[src/design/rpla_pkg.sv]
// ----------------------------------------------------------------------------
// rpla_pkg
// Shared types and constants for the rectilinear polygon lattice area block.
// ----------------------------------------------------------------------------
package rpla_pkg;

  // Default widths of the walk state and of the step length.
  localparam int COORD_BITS_DEF  = 32;
  localparam int LENGTH_BITS_DEF = 20;

  // Fixed field widths of the ports.
  localparam int FIELD_LEN_BITS = 20;
  localparam int HEX_BITS       = 24;
  localparam int NIB_BITS       = 4;

  // Fixed widths of the accumulators and of the result.
  localparam int PERIM_BITS = 32;
  localparam int SUM_BITS   = 64;
  localparam int CELLS_BITS = 62;

  typedef enum logic [1:0] {
    DIR_RIGHT = 2'd0,
    DIR_DOWN  = 2'd1,
    DIR_LEFT  = 2'd2,
    DIR_UP    = 2'd3
  } dir_e;

  // Sticky per-path error flags.
  typedef struct packed {
    logic bad;
    logic ovf;
  } err_t;

  // Occupancy of one pipeline register.
  typedef struct packed {
    logic valid;
    logic last;
  } stage_t;

endpackage

[src/design/rectilinear_polygon_lattice_area.sv]
// ----------------------------------------------------------------------------
// rectilinear_polygon_lattice_area
// Walks a closed rectilinear path step by step and reports the covered cells.
// ----------------------------------------------------------------------------
//
//   Channel  | Direction | Handshake                 | Payload
//   ---------+-----------+---------------------------+----------------------------------
//   in       | input     | in_valid_i / in_stall_o   | dir_i, distance_i, hex_word_i,
//            |           |                           | last_i
//   out      | output    | out_valid_o / out_stall_i | lagoon_cells_o, not_closed_o,
//            |           |                           | bad_direction_o, overflow_o
//   cfg      | input     | cfg_valid_i / cfg_ready_o | cfg_data_i (hex_mode)
//
// One step is taken every cycle while the input is not stalled. A step passes
// an input register, the walk stage (vertex move, perimeter and one |y| * length
// multiply), the sum stage (one 64-bit signed accumulate) and the result stage
// (one 64-bit add with saturation). Reset clears the vertex, sums, error flags,
// hex_mode and every valid bit. A stall on the output only holds back a stage
// whose item carries a result; steps that are not last drain past a stalled
// result, so the input stalls only once the pipeline is full behind it. The
// config port is always ready.
//
// The shoelace sum adds y * dx on horizontal steps; the covered cell count is
// |sum| + perimeter/2 + 1 by Pick's theorem. Each stage keeps its own part of
// the path state and clears it when the last step of a path passes, so the next
// path can follow right behind.
// ----------------------------------------------------------------------------
module rectilinear_polygon_lattice_area import rpla_pkg::*; #(
  parameter int COORD_BITS  = COORD_BITS_DEF,
  parameter int LENGTH_BITS = LENGTH_BITS_DEF
) (
  input  logic                      clk_i,
  input  logic                      rst_ni,
  // Configuration write channel.
  input  logic                      cfg_valid_i,
  output logic                      cfg_ready_o,
  input  logic                      cfg_data_i,
  // Step input channel.
  input  logic                      in_valid_i,
  output logic                      in_stall_o,
  input  logic [1:0]                dir_i,
  input  logic [FIELD_LEN_BITS-1:0] distance_i,
  input  logic [HEX_BITS-1:0]       hex_word_i,
  input  logic                      last_i,
  // Result output channel.
  output logic                      out_valid_o,
  input  logic                      out_stall_i,
  output logic [CELLS_BITS-1:0]     lagoon_cells_o,
  output logic                      not_closed_o,
  output logic                      bad_direction_o,
  output logic                      overflow_o
);

  // Only the low LENGTH_BITS of a step length count, and a field has 20 bits.
  localparam int LenW = (LENGTH_BITS < FIELD_LEN_BITS) ? LENGTH_BITS : FIELD_LEN_BITS;

  logic hex_mode_q;

  stage_t               st0, st1, st2;
  dir_e                 dec_dir;
  logic [LenW-1:0]      dec_len;
  logic                 dec_bad;

  logic [SUM_BITS-1:0]   walk_mag;
  logic                  walk_tneg, walk_not_closed;
  logic [PERIM_BITS-1:0] walk_perim;
  err_t                  walk_err;

  logic [SUM_BITS-1:0]   acc_sum;
  logic [PERIM_BITS-1:0] acc_perim;
  logic                  acc_not_closed;
  err_t                  acc_err;

  logic out_free, load_out, accept;
  logic leave0, leave1, leave2;
  logic ready0, ready1, ready2;

  // Configuration register: a transfer lands whenever valid is high.
  assign cfg_ready_o = 1'b1;

  always_ff @(posedge clk_i or negedge rst_ni) begin
    if (!rst_ni) begin
      hex_mode_q <= 1'b0;
    end else if (cfg_valid_i && cfg_ready_o) begin
      hex_mode_q <= cfg_data_i;
    end
  end

  // Pipeline flow. The output register is free when empty or being taken.
  // The sum stage with a step that is not last never waits for the output.
  assign out_free = !out_valid_o || !out_stall_i;
  assign load_out = st2.valid && st2.last && out_free;
  assign leave2   = st2.valid && (!st2.last || out_free);
  assign ready2   = !st2.valid || leave2;
  assign leave1   = st1.valid && ready2;
  assign ready1   = !st1.valid || leave1;
  assign leave0   = st0.valid && ready1;
  assign ready0   = !st0.valid || leave0;

  assign in_stall_o = !ready0;
  assign accept     = in_valid_i && ready0;

  rpla_decode #(
    .LEN_BITS (LenW)
  ) u_decode (
    .clk_i      (clk_i),
    .rst_ni     (rst_ni),
    .hex_mode_i (hex_mode_q),
    .load_i     (accept),
    .leave_i    (leave0),
    .dir_i      (dir_i),
    .distance_i (distance_i),
    .hex_word_i (hex_word_i),
    .last_i     (last_i),
    .st_o       (st0),
    .dir_o      (dec_dir),
    .len_o      (dec_len),
    .bad_o      (dec_bad)
  );

  rpla_walk #(
    .COORD_BITS (COORD_BITS),
    .LEN_BITS   (LenW)
  ) u_walk (
    .clk_i        (clk_i),
    .rst_ni       (rst_ni),
    .load_i       (leave0),
    .leave_i      (leave1),
    .st_i         (st0),
    .dir_i        (dec_dir),
    .len_i        (dec_len),
    .bad_i        (dec_bad),
    .st_o         (st1),
    .mag_o        (walk_mag),
    .tneg_o       (walk_tneg),
    .perim_o      (walk_perim),
    .not_closed_o (walk_not_closed),
    .err_o        (walk_err)
  );

  rpla_accum u_accum (
    .clk_i        (clk_i),
    .rst_ni       (rst_ni),
    .load_i       (leave1),
    .leave_i      (leave2),
    .st_i         (st1),
    .mag_i        (walk_mag),
    .tneg_i       (walk_tneg),
    .perim_i      (walk_perim),
    .not_closed_i (walk_not_closed),
    .err_i        (walk_err),
    .st_o         (st2),
    .sum_o        (acc_sum),
    .perim_o      (acc_perim),
    .not_closed_o (acc_not_closed),
    .err_o        (acc_err)
  );

  rpla_result u_result (
    .clk_i        (clk_i),
    .rst_ni       (rst_ni),
    .load_i       (load_out),
    .stall_i      (out_stall_i),
    .sum_i        (acc_sum),
    .perim_i      (acc_perim),
    .not_closed_i (acc_not_closed),
    .err_i        (acc_err),
    .valid_o      (out_valid_o),
    .cells_o      (lagoon_cells_o),
    .not_closed_o (not_closed_o),
    .bad_o        (bad_direction_o),
    .ovf_o        (overflow_o)
  );

`ifndef SYNTH
  // With nothing in flight the input must never be stalled.
  a_empty_not_stalled: assert property (@(posedge clk_i) disable iff (!rst_ni)
    (!st0.valid && !st1.valid && !st2.valid) |-> !in_stall_o)
    else $error("input stalled while the pipeline is empty");

  // A new result only appears after a last step left the sum stage.
  a_result_from_last: assert property (@(posedge clk_i) disable iff (!rst_ni)
    $rose(out_valid_o) |-> $past(st2.valid && st2.last))
    else $error("result appeared without a last step");

  // An accepted step always lands in the input register.
  a_accept_lands: assert property (@(posedge clk_i) disable iff (!rst_ni)
    (in_valid_i && !in_stall_o) |=> st0.valid)
    else $error("accepted step was lost");
`endif

endmodule

[src/design/rpla_decode.sv]
// ----------------------------------------------------------------------------
// rpla_decode
// Input register: decodes one step into direction, length and a bad flag.
// ----------------------------------------------------------------------------
module rpla_decode import rpla_pkg::*; #(
  parameter int LEN_BITS = LENGTH_BITS_DEF
) (
  input  logic                      clk_i,
  input  logic                      rst_ni,
  input  logic                      hex_mode_i,
  input  logic                      load_i,
  input  logic                      leave_i,
  input  logic [1:0]                dir_i,
  input  logic [FIELD_LEN_BITS-1:0] distance_i,
  input  logic [HEX_BITS-1:0]       hex_word_i,
  input  logic                      last_i,
  output stage_t                    st_o,
  output dir_e                      dir_o,
  output logic [LEN_BITS-1:0]       len_o,
  output logic                      bad_o
);

  logic                valid_q;
  logic                last_q;
  dir_e                dir_d, dir_q;
  logic [LEN_BITS-1:0] len_d, len_q;
  logic                bad_d, bad_q;
  logic [NIB_BITS-1:0] nib;

  assign nib = hex_word_i[NIB_BITS-1:0];

  always_comb begin
    dir_d = dir_e'(dir_i);
    len_d = distance_i[LEN_BITS-1:0];
    bad_d = 1'b0;
    if (hex_mode_i) begin
      if (nib[NIB_BITS-1:2] != '0) begin
        // Direction code out of range: the step counts as zero length.
        dir_d = DIR_RIGHT;
        len_d = '0;
        bad_d = 1'b1;
      end else begin
        dir_d = dir_e'(nib[1:0]);
        len_d = hex_word_i[NIB_BITS +: LEN_BITS];
      end
    end
  end

  always_ff @(posedge clk_i or negedge rst_ni) begin
    if (!rst_ni) begin
      valid_q <= 1'b0;
    end else if (load_i) begin
      valid_q <= 1'b1;
    end else if (leave_i) begin
      valid_q <= 1'b0;
    end
  end

  always_ff @(posedge clk_i) begin
    if (load_i) begin
      dir_q  <= dir_d;
      len_q  <= len_d;
      bad_q  <= bad_d;
      last_q <= last_i;
    end
  end

  assign st_o  = '{valid: valid_q, last: last_q};
  assign dir_o = dir_q;
  assign len_o = len_q;
  assign bad_o = bad_q;

endmodule

[src/design/rpla_walk.sv]
// ----------------------------------------------------------------------------
// rpla_walk
// Moves the current vertex, adds to the perimeter and forms |y| * length.
// ----------------------------------------------------------------------------
module rpla_walk import rpla_pkg::*; #(
  parameter int COORD_BITS = COORD_BITS_DEF,
  parameter int LEN_BITS   = LENGTH_BITS_DEF
) (
  input  logic                  clk_i,
  input  logic                  rst_ni,
  input  logic                  load_i,
  input  logic                  leave_i,
  input  stage_t                st_i,
  input  dir_e                  dir_i,
  input  logic [LEN_BITS-1:0]   len_i,
  input  logic                  bad_i,
  output stage_t                st_o,
  output logic [SUM_BITS-1:0]   mag_o,
  output logic                  tneg_o,
  output logic [PERIM_BITS-1:0] perim_o,
  output logic                  not_closed_o,
  output err_t                  err_o
);

  localparam int ProdBits = COORD_BITS + LEN_BITS;
  localparam int WideBits = (ProdBits > SUM_BITS) ? ProdBits : SUM_BITS;
  localparam int MoveBits = ((COORD_BITS > LEN_BITS) ? COORD_BITS : LEN_BITS) + 2;

  logic [COORD_BITS-1:0] x_q, y_q, x_n, y_n, cur, moved;
  logic [PERIM_BITS-1:0] perim_q;
  err_t                  err_q, err_n;
  logic                  valid_q, last_q;

  logic                  horiz, neg, coord_ovf, mul_ovf, perim_ovf, tneg;
  logic [COORD_BITS-1:0] ymag;
  logic [ProdBits-1:0]   prod;
  logic [WideBits-1:0]   prod_w;
  logic [MoveBits-1:0]   cur_ext, len_ext, sum_ext;
  logic [PERIM_BITS:0]   perim_sum;

  logic [SUM_BITS-1:0]   mag_q;
  logic                  tneg_q, closed_n, not_closed_q;
  logic [PERIM_BITS-1:0] perim_out_q;
  err_t                  err_out_q;

  assign horiz = (dir_i == DIR_RIGHT) || (dir_i == DIR_LEFT);
  assign neg   = (dir_i == DIR_LEFT) || (dir_i == DIR_UP);

  // Shoelace term magnitude, taken with y before the step.
  assign ymag    = y_q[COORD_BITS-1] ? (~y_q + 1'b1) : y_q;
  assign prod    = ProdBits'(ymag) * ProdBits'(len_i);
  assign prod_w  = WideBits'(prod);
  assign mul_ovf = horiz && (|prod_w[WideBits-1:SUM_BITS-1]);
  assign tneg    = (dir_i == DIR_LEFT) ? !y_q[COORD_BITS-1] : y_q[COORD_BITS-1];

  // Coordinate move in a wider word; out of range when the top bits disagree.
  assign cur       = horiz ? x_q : y_q;
  assign cur_ext   = {{(MoveBits-COORD_BITS){cur[COORD_BITS-1]}}, cur};
  assign len_ext   = MoveBits'(len_i);
  assign sum_ext   = neg ? (cur_ext - len_ext) : (cur_ext + len_ext);
  assign coord_ovf = !((&sum_ext[MoveBits-1:COORD_BITS-1]) ||
                       (~|sum_ext[MoveBits-1:COORD_BITS-1]));
  assign moved     = sum_ext[COORD_BITS-1:0];
  assign x_n       = horiz ? moved : x_q;
  assign y_n       = horiz ? y_q : moved;
  assign closed_n  = (x_n == '0) && (y_n == '0);

  assign perim_sum = {1'b0, perim_q} + (PERIM_BITS+1)'(len_i);
  assign perim_ovf = perim_sum[PERIM_BITS];

  assign err_n.bad = err_q.bad | bad_i;
  assign err_n.ovf = err_q.ovf | coord_ovf | perim_ovf | mul_ovf;

  always_ff @(posedge clk_i or negedge rst_ni) begin
    if (!rst_ni) begin
      valid_q <= 1'b0;
      x_q     <= '0;
      y_q     <= '0;
      perim_q <= '0;
      err_q   <= '0;
    end else begin
      if (load_i) begin
        valid_q <= 1'b1;
      end else if (leave_i) begin
        valid_q <= 1'b0;
      end
      if (load_i) begin
        if (st_i.last) begin
          x_q     <= '0;
          y_q     <= '0;
          perim_q <= '0;
          err_q   <= '0;
        end else begin
          x_q     <= x_n;
          y_q     <= y_n;
          perim_q <= perim_sum[PERIM_BITS-1:0];
          err_q   <= err_n;
        end
      end
    end
  end

  always_ff @(posedge clk_i) begin
    if (load_i) begin
      last_q       <= st_i.last;
      mag_q        <= horiz ? prod_w[SUM_BITS-1:0] : '0;
      tneg_q       <= horiz && tneg;
      perim_out_q  <= perim_sum[PERIM_BITS-1:0];
      not_closed_q <= !closed_n;
      err_out_q    <= err_n;
    end
  end

  assign st_o         = '{valid: valid_q, last: last_q};
  assign mag_o        = mag_q;
  assign tneg_o       = tneg_q;
  assign perim_o      = perim_out_q;
  assign not_closed_o = not_closed_q;
  assign err_o        = err_out_q;

endmodule

[src/design/rpla_accum.sv]
// ----------------------------------------------------------------------------
// rpla_accum
// Accumulates the signed shoelace sum and checks it for signed overflow.
// ----------------------------------------------------------------------------
module rpla_accum import rpla_pkg::*; (
  input  logic                  clk_i,
  input  logic                  rst_ni,
  input  logic                  load_i,
  input  logic                  leave_i,
  input  stage_t                st_i,
  input  logic [SUM_BITS-1:0]   mag_i,
  input  logic                  tneg_i,
  input  logic [PERIM_BITS-1:0] perim_i,
  input  logic                  not_closed_i,
  input  err_t                  err_i,
  output stage_t                st_o,
  output logic [SUM_BITS-1:0]   sum_o,
  output logic [PERIM_BITS-1:0] perim_o,
  output logic                  not_closed_o,
  output err_t                  err_o
);

  logic [SUM_BITS-1:0]   sum_q, term, sum_n, sum_out_q;
  logic                  ovf_q, add_ovf;
  logic                  valid_q, last_q, not_closed_q;
  logic [PERIM_BITS-1:0] perim_q;
  err_t                  err_n, err_out_q;

  assign term    = tneg_i ? (~mag_i + 1'b1) : mag_i;
  assign sum_n   = sum_q + term;
  assign add_ovf = (sum_q[SUM_BITS-1] == term[SUM_BITS-1]) &&
                   (sum_n[SUM_BITS-1] != sum_q[SUM_BITS-1]);

  assign err_n.bad = err_i.bad;
  assign err_n.ovf = err_i.ovf | ovf_q | add_ovf;

  always_ff @(posedge clk_i or negedge rst_ni) begin
    if (!rst_ni) begin
      valid_q <= 1'b0;
      sum_q   <= '0;
      ovf_q   <= 1'b0;
    end else begin
      if (load_i) begin
        valid_q <= 1'b1;
      end else if (leave_i) begin
        valid_q <= 1'b0;
      end
      if (load_i) begin
        if (st_i.last) begin
          sum_q <= '0;
          ovf_q <= 1'b0;
        end else begin
          sum_q <= sum_n;
          ovf_q <= ovf_q | add_ovf;
        end
      end
    end
  end

  always_ff @(posedge clk_i) begin
    if (load_i) begin
      last_q       <= st_i.last;
      sum_out_q    <= sum_n;
      perim_q      <= perim_i;
      not_closed_q <= not_closed_i;
      err_out_q    <= err_n;
    end
  end

  assign st_o         = '{valid: valid_q, last: last_q};
  assign sum_o        = sum_out_q;
  assign perim_o      = perim_q;
  assign not_closed_o = not_closed_q;
  assign err_o        = err_out_q;

endmodule

[src/design/rpla_result.sv]
// ----------------------------------------------------------------------------
// rpla_result
// Forms |sum| + perimeter/2 + 1 with saturation and holds the result.
// ----------------------------------------------------------------------------
module rpla_result import rpla_pkg::*; (
  input  logic                  clk_i,
  input  logic                  rst_ni,
  input  logic                  load_i,
  input  logic                  stall_i,
  input  logic [SUM_BITS-1:0]   sum_i,
  input  logic [PERIM_BITS-1:0] perim_i,
  input  logic                  not_closed_i,
  input  err_t                  err_i,
  output logic                  valid_o,
  output logic [CELLS_BITS-1:0] cells_o,
  output logic                  not_closed_o,
  output logic                  bad_o,
  output logic                  ovf_o
);

  logic                  valid_q, neg, sat;
  logic [SUM_BITS-1:0]   base;
  logic [PERIM_BITS:0]   addend;
  logic [SUM_BITS:0]     total;
  logic [CELLS_BITS-1:0] cells_q;
  logic                  not_closed_q, bad_q, ovf_q;

  // For a negative sum, -sum + k equals ~sum + (k + 1): one adder covers both signs.
  assign neg    = sum_i[SUM_BITS-1];
  assign base   = neg ? ~sum_i : sum_i;
  assign addend = (PERIM_BITS+1)'(perim_i[PERIM_BITS-1:1]) +
                  (neg ? (PERIM_BITS+1)'(2) : (PERIM_BITS+1)'(1));
  assign total  = {1'b0, base} + (SUM_BITS+1)'(addend);
  assign sat    = |total[SUM_BITS:CELLS_BITS];

  always_ff @(posedge clk_i or negedge rst_ni) begin
    if (!rst_ni) begin
      valid_q <= 1'b0;
    end else if (load_i) begin
      valid_q <= 1'b1;
    end else if (!stall_i) begin
      valid_q <= 1'b0;
    end
  end

  always_ff @(posedge clk_i) begin
    if (load_i) begin
      cells_q      <= sat ? '1 : total[CELLS_BITS-1:0];
      not_closed_q <= not_closed_i;
      bad_q        <= err_i.bad;
      ovf_q        <= err_i.ovf | sat;
    end
  end

  assign valid_o      = valid_q;
  assign cells_o      = cells_q;
  assign not_closed_o = not_closed_q;
  assign bad_o        = bad_q;
  assign ovf_o        = ovf_q;

endmodule

[config.mk]
export PLATFORM = sky130hd
export DESIGN_NAME = rectilinear_polygon_lattice_area
export DESIGN_NICKNAME = d
export VERILOG_FILES = /design/src/design/rpla_pkg.sv /design/src/design/rectilinear_polygon_lattice_area.sv /design/src/design/rpla_decode.sv /design/src/design/rpla_walk.sv /design/src/design/rpla_accum.sv /design/src/design/rpla_result.sv
export SDC_FILE = /design/constraint.sdc
export NUM_CORES = 2
export LEC_CHECK = 0
export ABC_AREA = 1
export ABC_CLOCK_PERIOD_IN_PS = 13700
export BUFFER_PORTS_ARGS = -buffer_cell sky130_fd_sc_hd__clkbuf_2
export CORE_UTILIZATION = 60
export DETAILED_ROUTE_END_ITERATION = 12
export PLACE_DENSITY = 0.77
export SKIP_CTS_REPAIR_TIMING = 1
export SYNTH_ARGS = -nofsm -noshare
export SYNTH_HDL_FRONTEND = slang
export SYNTH_SLANG_ARGS = --single-unit
[constraint.sdc]
create_clock -name clk_i -period 13.7 [get_ports clk_i]
set_clock_uncertainty 0.2 [all_clocks]
set_input_delay 0.685 -clock clk_i [delete_from_list [all_inputs] [get_ports clk_i]]
set_output_delay 0.685 -clock clk_i [all_outputs]
set_load 0.03 [all_outputs]
# == Word-level counts from Yosys, hierarchy flattened ==
# Index checks and enable logic that the tools add are counted.
# word_totals
register_bits,458
inputBits,53
output_inout_bits,68
word_cells,124
# classes
n_addsub,8
mul,1
n_eq_ne,5
muxes,28
bitwise,10
n_reduce_logical,38
# op_table
cell,count
2-to-1 mux 32 bit,7
2-to-1 mux 64 bit,3
inverter 64 bit,2
adder 64 x 33 -> 65 bit,1
adder 64 x 1 -> 64 bit (second input constant),1
adder 64 bit,1
logical NOT 32 bit,2
multiplier 32 x 20 -> 52 bit,1
2-to-1 mux 20 bit,2
2-to-1 mux 34 bit,1
adder 31 x 33 -> 33 bit,1
adder 32 x 20 -> 33 bit,1
adder 32 x 21 -> 33 bit,1
subtractor 32 x 21 -> 33 bit,1
adder 32 x 1 -> 32 bit (second input constant),1
inverter 32 bit,1
logical NOT 1 bit,11
2-to-1 mux 1 bit,11
logical AND 1 bit,9
logical OR 1 bit,8
2-to-1 mux 2 bit,4
nonzero test 2 bit,4
bitwise OR 1 bit,7
OR reduction 3 bit,2
other kinds (6),7

# == Longest topological paths before layout ==
# depth
depth_word,12
mapped_depth,43
mapped_depth_nobuf,41

# == Cells and area by module ==
# A second synthesis with hierarchy kept.
# unflattened
hier_cells,7591
area_unflattened_um2,55448.2
# modules_own_cells
module,instances,cells_each,area_per_inst_um2
rpla_walk,1,4459,33782.4
rpla_accum,1,1867,13076.3
rpla_result,1,1142,7344.5
rpla_decode,1,104,1128.6
rectilinear_polygon_lattice_area,1,19,116.4

# == Least setup slack after synthesis ==
# No wires, ideal clock.
# synth_timing
kind,register to register
start,register u_walk.y_q[0]
end,"register u_walk.mag_q[40] (netlist: u_walk.mag_o[40]), data pin"
setup_time_ps,253
arrival_time_ps,7454
setup_slack_ps,5793
path_stages_with_launch,39
path_buffers,2
period_less_slack_ps,7907
cell_sequence,dfrtp_1 -> clkbuf_1 -> inv_1 -> ha_1 -> inv_1 -> nor3_2 -> inv_1 -> nor2_1 -> inv_1 -> nor4_1 -> xor2_1 -> nand2_1 -> nand2_1 -> clkbuf_1 -> nor2_1 -> fa_1 -> inv_1 -> fa_1 -> [3 not listed] -> fa_1 -> fa_1 -> inv_1 -> fa_1 -> inv_1 -> ha_1 -> nand2_1 -> nor2_1 -> inv_1 -> nor2_1 -> inv_1 -> nor3_1 -> a21o_1 -> nand2_1 -> nand2_1 -> nand2_1 -> nand2_1 -> nor2_1
# synth_via
elab_chain_len,4
# synth_rtl
element,line,source
"start, declared",rpla_walk.sv:29,"logic [COORD_BITS-1:0] x_q, y_q, x_n, y_n, cur, moved;"
"start signal, assigned",rpla_walk.sv:95,y_q <= y_n;
inverter 32 bit,rpla_walk.sv:50,assign ymag = y_q[COORD_BITS-1] ? (~y_q + 1'b1) : y_q;
adder 32 x 1 -> 32 bit,rpla_walk.sv:50,
2-to-1 mux 32 bit *,rpla_walk.sv:50,
multiplier 32 x 20 -> 52 bit *,rpla_walk.sv:51,assign prod = ProdBits'(ymag) * ProdBits'(len_i);
"end signal, assigned",rpla_walk.sv:106,mag_q <= horiz ? prod_w[SUM_BITS-1:0] : '0;
"end, declared",rpla_walk.sv:41,logic [SUM_BITS-1:0] mag_q;
# Every way passes the cells marked *; elsewhere a longest branch is shown, timed or not.
# A chain may end at the register's enable or synchronous reset.

# == Worst setup path in the final report ==
# layout_timing
start,register u_walk.y_q[0]
end,"register u_walk.mag_q[36] (netlist: u_walk.mag_o[36]), data pin"
# Same word-level chain as after synthesis.

==> key figures <==
STA
  • Period minus WS final: 9.92 ns
  • Final Slew Violations: 0
  • Max Clk Rate: 101 MHz
  • Unrepaired setup endpoints after global routing: no
  • Worst Tran Pin Value: 1.41 ns
  • Final setup viols: 0
  • Setup TNS Final: 0 ns
  • Fin. Hold Viols: 0
  • Period utilization: 72.4%
  • Final Hold Slack: 0.0395 ns
  • Slew headroom: 5.33%

Global route
  • Initial antenna violation count: 3
  • First-pass GRT wire length: 267 mm
  • GRT overflow: 0
  • Gr usage total: 39.1%
  • Pin count of the biggest net entering global routing: 96
  • Vias in the first global route: 47872

Worst setup path
  • Worst path bufs/invs: 11
  • Slowest-stage cell, CP: dfrtp_1
  • Top cell family by delay on the critical path: adder cells
  • Critical path class: reg2reg
  • Worst R2R Setup Slack: 3.78 ns
  • Worst EP arrival: 10.22 ns
  • R2r startpoint: u_walk.y_q[0]
  • CP max FO: 22
  • RR Endpoint: u_walk.mag_o[36]
  • Levels on crit path: 37
  • Top cell by count, worst path: inv_1
  • R2R cell count: 37
  • Max stage delay on crit path: 0.72 ns
  • CP startpoint kind: flip-flop
  • Data required time of the critical path: 13.99 ns
  • Worst Setup End Kind: flip-flop
  • Worst setup path end: u_walk.mag_o[36]
  • Critical path origin: u_walk.y_q[0]

Placement
  • DP Cell Count: 8102
  • PortBufs: 119
  • Placed cell area: 0.0543 sq mm
  • Global placement routability congestion: 1.03
  • Post-DP HPWL: 137 mm

Cells and area
  • Final instance count without filler cells: 8199
  • Number of diodes: 0
  • Share of cells above drive strength 1: 4.34%
  • Fill count: 7705
  • Final net count: 7910
  • Layout area overhead: 6.58%
  • Fin area: 0.0561 sq mm

Synthesis
  • Dominant synthesized flop cell: edfxtp_1
  • Synth area leader: fa_1
  • Cell Area, Synth: 0.0527 sq mm
  • Post-Syn Instances: 6971
  • Yosys reg bits: 444
  • Top-area cell type share of the netlist area: 20.6%
  • Top post-synthesis cells by area: fa_1 (21%), edfxtp_1 (16%), nand2_1 (11%)
  • Synth async-reset ratio: 37.8%
  • Count of cell types in the netlist: 55
  • Syn_nets: 7879
  • Mean Syn Cell Area: 7.56 sq um
  • Seq/Total Area, Yosys: 23.7%
  • Post-synth EDFFs: 276
  • Yosys Warn Count: 0

Detailed routing
  • Via count: 47291
  • ANT nets after route: 0
  • Vias per cell: 5.77
  • DRC: 0
  • Wirelength per Cell: 21.0 um
  • Detailed Route Iter0 Violations: 4255
  • WL final: 173 mm
  • DRT Pass-1 Iters: 7

Min path
  • HP Class: in2reg

Clock network
  • CTS tree: done
  • CTS H-tree depth: 2
  • Clock sink count: 444
  • Total CTS buffers: 51
  • Clock Latency Late Sink: 0.66 ns
  • Clock-pin slew of the registers on the worst-case setup and hold paths: 0.06 ns
  • Max clock buf depth: 3
  • CTS root buf: clkbuf_16

Flow run
  • Max-cap violations: 0

Die
  • Initial Util: 60.6%
  • Die X: 298 um
  • # rows: 108
  • Die ar.: 0.0890 sq mm
  • CORE AREA: 0.0869 sq mm
  • I/O pins: 121
  • Die H: 298 um

Outcome
  • Outcome: completed
cells in the mapped netlist (69+ instances only):
library cell,instances
dfrtp_1,168
a21oi_1,316
nand2_1,1574
ha_1,314
nor3_1,69
inv_1,1302
xnor2_1,73
o21ai_0,326
nand3_1,348
fa_1,541
edfxtp_1,276
clkbuf_1,163
xor2_1,191
nor2_1,845
layer usage:
layer / up-vias / track usage, % / wire length [um]
li1: 21918 / - / -
met4: 6 / 24.2 / 12500
met2: 2283 / 66.3 / 81900
met5: - / 0 / 41
met1: 22399 / 46.6 / 64500
met3: 685 / 6.07 / 13600
kinds of logic after synthesis:
family / after synthesis / share of synthesized area [%]
compound gates: 873 / 9.32
buf+inv: 1512 / 10.9
xor+xnor: 268 / 4.51
simple gates: 3018 / 23.5
fa+ha+maj: 855 / 28.0
flops: 444 / 23.7
other cells: 1 / 0.00712
state kept, by name, summed over array words and instances, names as in the netlist, 2 cells and up:
register,cells
u_result.cells_o,62
u_walk.perim_q,32
u_walk.x_q,32
u_walk.err_q,2
u_accum.perim_o,31
u_decode.dir_o,2
u_walk.y_q,32
u_decode.len_o,20
u_accum.sum_o,64
u_accum.sum_q,64
u_accum.err_o,2
u_walk.mag_o,52
u_walk.perim_o,31
u_walk.err_o,2
stage by stage:
| step | utilization [%] | setup slack, ns |
|---|---|---|
| 2_1_floorplan | - | 5.79 |
| 3_3_place_gp | 62.5 | 4.30 |
| 3_5_place_dp | 62.5 | 4.05 |
| 4_1_cts | 64.6 | 4.07 |
| 5_1_grt | 64.6 | 3.28 |
| 6_report | 64.6 | 3.78 |
worst min-delay path by stage:
stage                                    start                    end  slack [ns]  depth (start not counted)
final                                   last_i        u_decode.last_q        0.04                          1
after detailed placement    u_walk.perim_o[23]    u_accum.perim_o[23]        0.20                          0
after floorplan                         rst_ni             hex_mode_q        0.19                          0
after global placement    u_accum.not_closed_o  u_result.not_closed_o        0.20                          0
after CTS                               rst_ni         u_walk.x_q[28]       -0.19                          1
after global routing                    last_i        u_decode.last_q        0.02                          1
area by class of cell:
type	instances	area, sq um	area share [%]
clock buffers	69	1460	2.59
clock inverters	26	319	0.568
inverters	1318	4950	8.82
multi-input cells	5015	34500	61.4
flip-flops and latches	444	12500	22.3
well taps	1155	1450	2.57
repair buffers	172	1010	1.80
worst register-to-register path: cells and delay by family, from the launching register on:
| kind | cells | cell delay [ns] |
|---|---|---|
| AND/OR/NAND/NOR | 13 | 2.64 |
| buffers and inverters | 11 | 1.40 |
| AO/OA/AOI/OAI | 3 | 0.35 |
| adder cells (fa/ha/maj) | 9 | 3.98 |
| XOR/XNOR | 1 | 0.51 |
| flip-flops | 1 | 0.72 |
layout by cell type, fill, tap and decap left out, types with 23 or more instances in the layout:
| cell type | instances |
|---|---|
| nand3_1 | 348 |
| xnor2_1 | 73 |
| xor2_1 | 191 |
| inv_1 | 1301 |
| a22o_1 | 40 |
| o21a_1 | 28 |
| clkbuf_16 | 53 |
| fa_1 | 541 |
| o21ai_0 | 326 |
| nor4_1 | 26 |
| a31oi_1 | 30 |
| dfrtp_1 | 168 |
| a21o_1 | 29 |
| edfxtp_1 | 276 |
| nor3_1 | 69 |
| o22ai_1 | 47 |
| nand4_1 | 66 |
| ha_1 | 314 |
| a21oi_1 | 315 |
| o21bai_1 | 23 |
| or2_2 | 24 |
| buf_4 | 51 |
| nor2_1 | 842 |
| clkbuf_2 | 118 |
| nand2_1 | 1574 |
Power is left out: the tool's default activity adds up to more than one toggle a clock period on the data nets, which glitch-free logic cannot reach.
